===== config.mk =====
export PLATFORM = sky130hd
export DESIGN_NAME = ardb_ctrl
export DESIGN_NICKNAME = d
export VERILOG_FILES = /design/src/ardb_pkg.sv /design/src/ardb_ctrl.sv
export SDC_FILE = /design/constraint.sdc
export NUM_CORES = 1
export LEC_CHECK = 0
export BUFFER_PORTS_ARGS = -buffer_cell sky130_fd_sc_hd__buf_2
export CAP_MARGIN = 20
export CORE_AREA = 4 4 41 43
export CTS_BUF_LIST = sky130_fd_sc_hd__clkbuf_4
export DETAILED_ROUTE_END_ITERATION = 12
export DIE_AREA = 0 0 45 47
export REMOVE_ABC_BUFFERS = 1
export SYNTH_ARGS = -nofsm -noshare
export SYNTH_HDL_FRONTEND = slang
export SYNTH_SLANG_ARGS = --single-unit

===== constraint.sdc =====
create_clock -name clk -period 1.6 [get_ports clk]
set_clock_uncertainty 0.05 [all_clocks]
set_input_delay 0.08 -clock clk [delete_from_list [all_inputs] [get_ports clk]]
set_output_delay 0.08 -clock clk [all_outputs]
set_load 0.01 [all_outputs]

===== src/ardb_pkg.sv =====
// Shared types, constants and helpers for the audio ring drift bridge.
// No dependencies; imported by every module of the block.
`default_nettype none

package ardb_pkg;

  localparam int BUFFER_DEPTH      = 4096;
  localparam int ADDR_W            = $clog2(BUFFER_DEPTH);
  localparam int FILL_W            = ADDR_W + 1;
  localparam int MAX_PERIOD_FRAMES = 64;
  localparam int FRAME_W           = $clog2(MAX_PERIOD_FRAMES + 1);
  localparam int SAMPLE_W          = 16;
  localparam int CFG_DATA_W        = 12;
  localparam int THRESH_W          = 12;

  localparam logic [THRESH_W-1:0] THRESH_RESET = THRESH_W'(1920);
  localparam logic [FRAME_W-1:0]  FRAMES_RESET = FRAME_W'(MAX_PERIOD_FRAMES);

  // Register indexes of the configuration port
  localparam logic CFG_DRIFT_THRESHOLD   = 1'b0;
  localparam logic CFG_FRAMES_PER_PERIOD = 1'b1;

  // Input command codes
  localparam logic CMD_PUSH   = 1'b0;
  localparam logic CMD_RENDER = 1'b1;

  // Controller to datapath commands
  typedef struct packed {
    logic push;          // write sample, advance write pointer
    logic load;          // latch frame count, clear frame counter
    logic snap;          // measure occupancy, snap read pointer if drifted
    logic rd;            // read at read pointer, advance it
    logic cap_left;      // hold read data as left sample
    logic emit_data;     // present a frame from held left and read right
    logic emit_silence;  // present a silence frame
  } ctrl_cmd_t;

  // Datapath to controller status
  typedef struct packed {
    logic empty;  // read pointer equals write pointer
    logic last;   // current frame is the final one of the period
  } dp_status_t;

  // Double a Q1.15 sample with saturation
  function automatic logic signed [SAMPLE_W-1:0] double_sat(
    input logic signed [SAMPLE_W-1:0] s
  );
    logic signed [SAMPLE_W-1:0] r;
    if (s[SAMPLE_W-1] != s[SAMPLE_W-2]) begin
      r = s[SAMPLE_W-1] ? {1'b1, {(SAMPLE_W-1){1'b0}}} : {1'b0, {(SAMPLE_W-1){1'b1}}};
    end else begin
      r = {s[SAMPLE_W-2:0], 1'b0};
    end
    return r;
  endfunction

endpackage

`default_nettype wire


===== src/ardb_ctrl.sv =====
// Controller state machine of the audio ring drift bridge.
// Depends on ardb_pkg for command and status structs.
`default_nettype none

module ardb_ctrl (
  input  wire logic                   clk,
  input  wire logic                   rst,
  input  wire logic                   start,
  input  wire logic                   command,
  input  wire ardb_pkg::dp_status_t   status,
  output ardb_pkg::ctrl_cmd_t         cmd,
  output logic                        busy
);
  import ardb_pkg::*;

  typedef enum logic [4:0] {
    S_IDLE  = 5'b00001,
    S_SNAP  = 5'b00010,
    S_FRAME = 5'b00100,
    S_RIGHT = 5'b01000,
    S_EMIT  = 5'b10000
  } state_t;

  state_t state, state_next;

  always_ff @(posedge clk) begin
    if (rst) begin
      state <= S_IDLE;
    end else begin
      state <= state_next;
    end
  end

  always_comb begin
    state_next = state;
    cmd        = '0;
    case (state)
      S_IDLE: begin
        if (start && command == CMD_PUSH) begin
          cmd.push = 1'b1;
        end
        if (start && command == CMD_RENDER) begin
          cmd.load   = 1'b1;
          state_next = S_SNAP;
        end
      end
      S_SNAP: begin
        cmd.snap   = 1'b1;
        state_next = S_FRAME;
      end
      S_FRAME: begin
        if (status.empty) begin
          cmd.emit_silence = 1'b1;
          if (status.last) state_next = S_IDLE;
        end else begin
          cmd.rd     = 1'b1;
          state_next = S_RIGHT;
        end
      end
      S_RIGHT: begin
        cmd.rd       = 1'b1;
        cmd.cap_left = 1'b1;
        state_next   = S_EMIT;
      end
      S_EMIT: begin
        cmd.emit_data = 1'b1;
        state_next    = status.last ? S_IDLE : S_FRAME;
      end
      default: begin
        state_next = S_IDLE;
      end
    endcase
  end

  assign busy = (state != S_IDLE);

endmodule

`default_nettype wire


==> results of run 1 <==
-- logic make-up (layout without fill, tap and decap cells) --
logic type / after synthesis / in the layout / share of synthesized area, %
AND/OR/NAND/NOR: 25 / 25 / 49.1
flip-flops: 5 / 5 / 30.0
AO/OA/AOI/OAI: 7 / 7 / 13.9
XOR/XNOR: 1 / 1 / 2.62
buffers and inverters: 4 / 22 / 4.50
-- power by group --
group | internal, mW | total, mW | leakage [nW] | switching (mW)
sequential | 0.129 | 0.133 | 0.0411 | 0.00400
combinational | 0.0342 | 0.0679 | 0.169 | 0.0337
clock | 0.111 | 0.158 | 0.0184 | 0.0475
total | 0.274 | 0.359 | 0.229 | 0.0852
-- final timing paths --
| kind | to | startpoint | slack (ns) | depth (start not counted) |
|---|---|---|---|---|
| setup / recovery | cmd[0] | state[1]$_SDFFE_PP0P_ | 0.1 | 3 |
| hold / removal | state[3]$_SDFFE_PP0P_ | status[1] | 0.003 | 2 |
| setup reg to reg | state[2]$_SDFFE_PP0P_ | state[1]$_SDFFE_PP0P_ | 0.12 | 3 |
| hold reg to reg | state[3]$_SDFFE_PP0P_ | state[0]$_SDFFE_PP1P_ | 0.50 | 2 |
-- synthesized netlist by cell type (2+ instances only) --
cell type,number,area share [%]
dfxtp_1,5,30
nor3_1,4,6.0
nor2b_1,3,5.6
nor3b_1,3,6.7
and2_1,2,3.7
and3b_1,2,5.2
clkbuf_1,2,2.2
inv_1,2,2.2
nand2_1,2,2.2
nor2_1,2,2.2
nor4_1,2,3.7
o21ai_0,2,3.0
-- per-stage QoR --
stage	hold WS, ns	power (mW)	util [%]	cell area [sq um]
final	0.00336	0.359	37.9	493
after global routing	0.00187	0.390	37.9	493
after CTS	0.000850	0.361	36.3	473
after detailed placement	0.248	0.195	33.3	433
after global placement	0.249	0.194	33.3	433
after floorplan	0.102	0.168	-	327
-- area by class of cell --
| type | count | area, sq um |
|---|---|---|
| fill | 157 | 808 |
| inverter | 2 | 7.51 |
| multi-input combinational | 33 | 244 |
| tap | 15 | 18.8 |
| sequential | 5 | 101 |
| clock buffer | 4 | 30.0 |
| timing repair buffer | 16 | 91.3 |
-- metal layers --
metal	share of wire [%]	wire [um]
met2	48	435
met5	0	0
met1	41	366
met3	8.9	80
met4	1.6	14
-- layout by cell type, fill, tap and decap left out, types with 2 or more instances in the layout --
cell type,n
nor2b_1,3
nor3b_1,2
nand2_1,2
o21ai_0,2
nor3_1,3
clkbuf_4,4
dfxtp_1,4
and3b_1,2
nor2_1,2
buf_2,13
buf_4,2
-- worst max-delay path: stages (launching register included) --
cell and delay (ns):
dfxtp_1 0.37, or4_4 0.51, nor2_1 0.12, buf_2 0.14
-- repair_timing --
item,in CTS,in global routing
gates cloned,0,0
hold buffers,0,0
setup endpoints to repair,1,3
resized for setup,2,6
pin swaps,0,2
==> results.json, run 1 <==
{
  "synthCells": 42,
  "ir_drop_mv": 0.291,
  "synth-async-reset-ratio_pct": 0,
  "hp-class": "in -> reg",
  "met1_usage_pct": 11.2,
  "grtUsageMet3_pct": 4.60,
  "io_pins": 14,
  "setup_viol": 0,
  "diodes": 0,
  "grtUsageTotal_pct": 9.65,
  "row_count": 13,
  "maxSlewViolCount": 0,
  "ant_nets": 0,
  "synth_seq_area_share_pct": 30.0,
  "synth_area_per_cell_sq_um": 7.95,
  "p_leak_nw": 0.229,
  "grt_pass1_wl_um": 1470,
  "clk_pin_slew_ns": 0.04,
  "cts_sinks": 5,
  "critical_path_class": "reg -> out",
  "detail_route.drc_violations": 0,
  "top_usage_layer": "met2",
  "dieArea_sq_mm": 0.00212,
  "wl_per_cell_um": 12.0,
  "drive_gt1_share_pct": 48.3,
  "cts_setup_buffers": 0,
  "top_regs": "state (5)",
  "detailedPlace.worstSlack_ns": 0.149,
  "antenna_found_initial": 0,
  "syn-cell-area_sq_um": 334,
  "viasPerCell": 5.05,
  "drtIter0Drc": 5,
  "synth-main-ff-cell": "dfxtp_1",
  "drv_cap": 0,
  "worst_pin_slew_ns": 0.374,
  "dr_total_vias": 379,
  "fin_crit_sh_pct": 93.9,
  "status": "finished, final reports clean",
  "htreeDepth": 1,
  "yosys_warnings": 0,
  "synth_cell_types": 23,
  "die_y_um": 47,
  "grt_overflow": 0,
  "synth_seq_cells": 5,
  "gp_routability_congestion": 0.763,
  "setup_total_negative_slack_ns": 0,
  "numPortBuffers": 13,
  "start_kind": "flop",
  "powerDensity_mw_per_mm2": 729,
  "wl_um": 897,
  "hold_viol_final": 0,
  "post-dp-hpwl_um": 673,
  "cts_buffer_depth": 2,
  "cts_root_buf": "clkbuf_4",
  "fin_ws_ns": 0.0972,
  "floorplan.die.width_um": 45,
  "grt_pass1_vias": 361,
  "grt_use_met2_pct": 14.7,
  "cts_tree": "built",
  "stdcell_count": 75,
  "crit_required_ns": 1.47,
  "start_util_pct": 25.7,
  "place_inst": 71,
  "cp_max_fo": 6,
  "worst_setup_path_end_kind": "output pin",
  "cts_inserted_buffers": 3,
  "largest-register": "state",
  "first_pass_iters": 4,
  "grt_max_degree": 10,
  "nNetsFinal": 67,
  "critical_path_arrival_ns": 1.37,
  "areaGrowthSynthToFinish_pct": 47.6,
  "synth-edff-count": 0,
  "core_area_sq_mm": 0.00130,
  "relSlewSlack_pct": 75.0,
  "max_freq_mhz": 665,
  "insertion_delay_ns": 0.24,
  "period_minus_slack_ns": 1.50,
  "largest_reg_flops": 5
}
(Power assumes the default switching activity.)
==> run 2, diff against run 1 <==
--- a/config.mk
+++ b/config.mk
@@ -11,6 +11,7 @@
 export CTS_BUF_LIST = sky130_fd_sc_hd__clkbuf_4
 export DETAILED_ROUTE_END_ITERATION = 12
 export DIE_AREA = 0 0 45 47
+export HOLD_SLACK_MARGIN = 0.12
 export REMOVE_ABC_BUFFERS = 1
 export SYNTH_ARGS = -nofsm -noshare
 export SYNTH_HDL_FRONTEND = slang
==> results.json, run 2 (synthesis gave the netlist of run 1 again) <==
{
  "status": "finished, final reports clean",
  "fillers": 152,
  "p_seq_share_pct": 36.0,
  "powerDensity_mw_per_mm2": 679,
  "ir_drop_mv": 0.292,
  "relSlewSlack_pct": 74.4,
  "clkPwrFrac_pct": 42.9,
  "largest_reg_flops": 5,
  "hold_viol_final": 0,
  "clk_pin_slew_ns": 0.04,
  "viasPerCell": 5.03,
  "sw_frac_of_total_pct": 23.5,
  "holdPathEnd": "state[0]$_SDFFE_PP1P_",
  "start_util_pct": 25.7,
  "grtUsageTotal_pct": 10.4,
  "hp-class": "in -> reg",
  "p_int_uw": 282,
  "setup_viol": 0,
  "wl_um": 968,
  "r2r-end": "state[2]$_SDFFE_PP0P_",
  "max_freq_mhz": 663,
  "largest-register": "state",
  "worst_setup_path_end_kind": "output pin",
  "min_delay_path_depth": 4,
  "cts_buffer_depth": 2,
  "post-dp-hpwl_um": 673,
  "wl_per_cell_um": 12.1,
  "startpoint": "state[4]$_SDFFE_PP0P_",
  "row_count": 13,
  "stdcell_count": 80,
  "rrSetupSlack_ns": 0.11,
  "drive_gt1_share_pct": 44.6,
  "cts_inserted_buffers": 3,
  "dieArea_sq_mm": 0.00212,
  "critical_path_class": "reg -> out",
  "final_common_cell": "buf_2",
  "min_from": "command",
  "p_leak_nw": 0.248,
  "p_switching_uw": 86.8,
  "htreeDepth": 1,
  "start_kind": "flop",
  "ant_nets": 0,
  "first_pass_iters": 4,
  "numPortBuffers": 13,
  "grt_max_degree": 10,
  "io_pins": 14,
  "top_regs": "state (5)",
  "dr_total_vias": 402,
  "antenna_found_initial": 0,
  "gp_routability_congestion": 0.763,
  "place_inst": 71,
  "holdWs_ns": 0.239,
  "floorplan.die.width_um": 45,
  "cp_slowest_stage_delay_ns": 0.47,
  "nNetsFinal": 72,
  "rr_worst_depth": 3,
  "drv_cap": 0,
  "reg2reg_from": "state[4]$_SDFFE_PP0P_",
  "period_minus_slack_ns": 1.51,
  "core_area_sq_mm": 0.00130,
  "final_cell_mix": "buf_2, dlygate4sd3_1, clkbuf_4, dfxtp_1",
  "die_y_um": 47,
  "cpMaxStageDelayCell": "or4_4",
  "combPwrFrac_pct": 21.0,
  "path_buf_inv": 1,
  "fin_crit_sh_pct": 94.2,
  "grt_pass1_vias": 392,
  "cts_root_buf": "clkbuf_4",
  "cp_max_fo": 9,
  "cts_setup_buffers": 0,
  "areaGrowthSynthToFinish_pct": 62.5,
  "drtIter0Drc": 5,
  "critical_path_arrival_ns": 1.38,
  "cts_sinks": 5,
  "insertion_delay_ns": 0.24,
  "grt_pass1_wl_um": 1590,
  "crit_required_ns": 1.47,
  "crit_chain": "or4_4 > nor2_1 > buf_2",
  "worst_pin_slew_ns": 0.384,
  "diodes": 0,
  "grt_overflow": 0,
  "cp_top_family": "simple AND/OR/NAND/NOR gates",
  "maxSlewViolCount": 0,
  "cts_tree": "built",
  "detail_route.drc_violations": 0
}
run 2: power by group through the flow:
stage | sequential, mW | clock (mW) | combinational [mW]
2_1_floorplan | 0.136 | 0 | 0.0319
3_3_place_gp | 0.134 | 0 | 0.0602
3_5_place_dp | 0.134 | 0 | 0.0605
4_1_cts | 0.132 | 0.165 | 0.0724
5_1_grt | 0.133 | 0.181 | 0.0863
6_report | 0.133 | 0.158 | 0.0776
run 2: layer usage:
metal	global-route usage [%]	vias to the layer above	share of wire [%]
li1	-	200	-
met1	11.9	182	40
met2	16.7	16	50
met3	4.60	4	7.7
met4	5.26	0	2.0
met5	0	-	0
run 2: timing repair:
action	CTS	global route
setup endpoints to repair	1	3
hold buffers	5	0
gates resized for setup	2	6
pin swaps	0	2
endpoints found under the hold margin	5	0
run 2: worst max-delay path by stage:
| stage | endpoint | cells past startpoint |
|---|---|---|
| 2_1_floorplan | state[2]$_SDFFE_PP0P_ | 3 |
| 3_3_place_gp | state[2]$_SDFFE_PP0P_ | 3 |
| 3_5_place_dp | state[2]$_SDFFE_PP0P_ | 3 |
| 4_1_cts | cmd[6] | 6 |
| 5_1_grt | cmd[6] | 5 |
| 6_report | cmd[0] | 3 |
run 2: layout make-up:
class / instances / area, sq um / share of cell area [%]
multi-input combinational: 33 / 244 / 44.9
timing repair buffer: 21 / 141 / 26.0
sequential: 5 / 101 / 18.7
clock buffer: 4 / 30.0 / 5.53
tap: 15 / 18.8 / 3.46
inverter: 2 / 7.51 / 1.38
run 2: metrics by stage:
stage	power [mW]	TNS [ns]	utilization [%]	instance area (sq um)	setup slack, ns
after floorplan	0.168	0	-	327	0.136
after global placement	0.194	0	33.3	433	0.180
after detailed placement	0.195	0	33.3	433	0.149
after CTS	0.370	0	40.2	523	0.0172
after global routing	0.401	-0.0209	41.7	543	-0.0209
final	0.369	0	41.7	543	0.0921
run 2: worst min-delay path, delay by kind of cell:
kind / cells / cell delay [ns]
simple gates: 1 / 0.09
compound gates: 2 / 0.21
buf+inv: 1 / 0.11
==> run 3, diff against run 2 <==
--- a/config.mk
+++ b/config.mk
@@ -7,11 +7,14 @@
 export LEC_CHECK = 0
 export BUFFER_PORTS_ARGS = -buffer_cell sky130_fd_sc_hd__buf_2
 export CAP_MARGIN = 20
+export CELL_PAD_IN_SITES_DETAIL_PLACEMENT = 1
+export CELL_PAD_IN_SITES_GLOBAL_PLACEMENT = 1
 export CORE_AREA = 4 4 41 43
 export CTS_BUF_LIST = sky130_fd_sc_hd__clkbuf_4
 export DETAILED_ROUTE_END_ITERATION = 12
 export DIE_AREA = 0 0 45 47
 export HOLD_SLACK_MARGIN = 0.12
+export PLACE_DENSITY_LB_ADDON = 0.1
 export REMOVE_ABC_BUFFERS = 1
 export SYNTH_ARGS = -nofsm -noshare
 export SYNTH_HDL_FRONTEND = slang
==> constraint.sdc (replaced) <==
create_clock -name clk -period 1.6 [get_ports clk]
set_clock_uncertainty 0.05 [all_clocks]
set_input_delay 0.16 -clock clk [delete_from_list [all_inputs] [get_ports clk]]
set_output_delay 0.16 -clock clk [all_outputs]
set_load 0.01 [all_outputs]
==> results.json, run 3 (synthesis gave the netlist of run 1 again) <==
{
  "status": "finished with violations",
  "violations": "setup timing",
  "p_leak_nw": 0.239,
  "grt_pass1_wl_um": 1750,
  "cts_sinks": 5,
  "max_freq_mhz": 624,
  "dr_total_vias": 389,
  "critical_path_arrival_ns": 1.39,
  "insertion_delay_ns": 0.24,
  "ir_drop_mv": 0.163,
  "rrSetupSlack_ns": 0.10,
  "row_count": 13,
  "place_inst": 72,
  "core_area_sq_mm": 0.00130,
  "drtIter0Drc": 1,
  "post-dp-hpwl_um": 874,
  "diodes": 0,
  "crit_path_end": "cmd[6]",
  "dieArea_sq_mm": 0.00212,
  "min_from": "status[0]",
  "grt_setup_unrepaired": "true",
  "hold_viol_final": 0,
  "reg2reg_from": "state[0]$_SDFFE_PP1P_",
  "seq_area_sq_um": 106,
  "wl_per_cell_um": 15.1,
  "hp-class": "in -> reg",
  "powerDensity_mw_per_mm2": 707,
  "fillers": 169,
  "grt_pass1_vias": 412,
  "viasPerCell": 4.99,
  "grt_max_degree": 10,
  "placed_area_sq_um": 440,
  "areaGrowthSynthToFinish_pct": 57.3,
  "cts_buffer_depth": 2,
  "top_regs": "state (5)",
  "period_minus_slack_ns": 1.60,
  "cts_tree": "built",
  "r2r-end": "state[2]$_SDFFE_PP0P_",
  "rr_worst_depth": 3,
  "cts_inserted_buffers": 3,
  "floorplan.die.width_um": 45,
  "stdcell_area_sq_um": 526,
  "grtUsageTotal_pct": 11.9,
  "fin_ws_ns": -0.00221,
  "crit_required_ns": 1.39,
  "setup_total_negative_slack_ns": -0.00221,
  "detailedPlace.worstSlack_ns": 0.0974,
  "drive_gt1_share_pct": 54.0,
  "io_pins": 14,
  "worst_pin_slew_ns": 0.273,
  "ant_nets": 0,
  "htreeDepth": 1,
  "grt_overflow": 0,
  "die_y_um": 47,
  "start_kind": "flop",
  "largest_reg_flops": 5,
  "start_util_pct": 25.7,
  "startpoint": "state[3]$_SDFFE_PP0P_",
  "gp_routability_congestion": 0.807,
  "multiInputGateArea_sq_um": 241,
  "worst_setup_path_end_kind": "output pin",
  "clk_pin_slew_ns": 0.04,
  "detail_route.drc_violations": 0,
  "setup_viol": 1,
  "stdcell_count": 78,
  "nNetsFinal": 70,
  "final_common_cell": "buf_2",
  "numPortBuffers": 13,
  "first_pass_iters": 2,
  "fin_crit_sh_pct": 100,
  "critical_path_class": "reg -> out",
  "cp_max_fo": 7,
  "wl_um": 1180,
  "final_cell_mix": "buf_2, clkbuf_4, nor2b_1, buf_4",
  "drv_cap": 0,
  "antenna_found_initial": 0,
  "maxSlewViolCount": 0,
  "relSlewSlack_pct": 81.6,
  "cts_root_buf": "clkbuf_4",
  "largest-register": "state"
}
[run 3: changes by cell type in the layout (fill, tap and decap cells not counted), moves of 2 or more]
cell / delta
nor3_2: +2
nor2_1: -2
dlygate4sd3_1: -3
nor2_2: +2
dfxtp_1: -2
[run 3: stage by stage]
| stage | hold WS [ns] | utilization (%) | power [mW] |
|---|---|---|---|
| 2_1_floorplan | 0.182 | - | 0.168 |
| 3_3_place_gp | 0.329 | 33.8 | 0.193 |
| 3_5_place_dp | 0.335 | 33.8 | 0.196 |
| 4_1_cts | 0.168 | 39.4 | 0.372 |
| 5_1_grt | 0.163 | 40.4 | 0.397 |
| 6_report | 0.169 | 40.4 | 0.372 |
[run 3: final cells by class]
type / count / area share, %
Timing Repair Buffer: 19 / 22.6
Multi-Input combinational cell: 33 / 46.0
Tap cell: 15 / 3.57
Sequential cell: 5 / 20.2
Clock buffer: 4 / 5.71
Inverter: 2 / 1.90
[run 3: layer usage]
layer	vias up	global-route usage, %	wire length [um]	share of wire (%)
met5	-	0	0	0
met4	0	8.77	23	2.0
met3	2	4.98	57	4.8
met2	9	18.4	596	51
met1	183	13.2	500	42
li1	195	-	-	-
[run 3: repair_timing]
item,CTS,global route
setup endpoints to repair,3,6
gates resized for setup,9,4
buffers inserted,0,0
endpoints found under the hold margin,3,0
hold buffers,2,0
pin swaps,1,2
[run 3: worst min path at each step]
stage / endpoint / slack [ns] / cells after the start
after floorplan: state[4]$_SDFFE_PP0P_ / 0.18 / 1
after detailed placement: state[3]$_SDFFE_PP0P_ / 0.34 / 2
after global routing: state[2]$_SDFFE_PP0P_ / 0.16 / 3
after CTS: state[2]$_SDFFE_PP0P_ / 0.17 / 3
final: state[2]$_SDFFE_PP0P_ / 0.17 / 3
after global placement: state[3]$_SDFFE_PP0P_ / 0.33 / 2
[run 3: where the power goes]
part | leakage (nW) | switching (mW) | internal (mW)
clock | 0.0184 | 0.0520 | 0.111
combinational | 0.179 | 0.0361 | 0.0371
sequential | 0.0417 | 0.00617 | 0.129
total | 0.239 | 0.0943 | 0.277
[run 3: critical path: stages, from the launching register on]
cell and delay [ns]:
dfxtp_2 0.32, buf_6 0.13, and2b_2 0.21, and2_4 0.16
inv_4 0.04, nor3b_2 0.14, buf_2 0.15
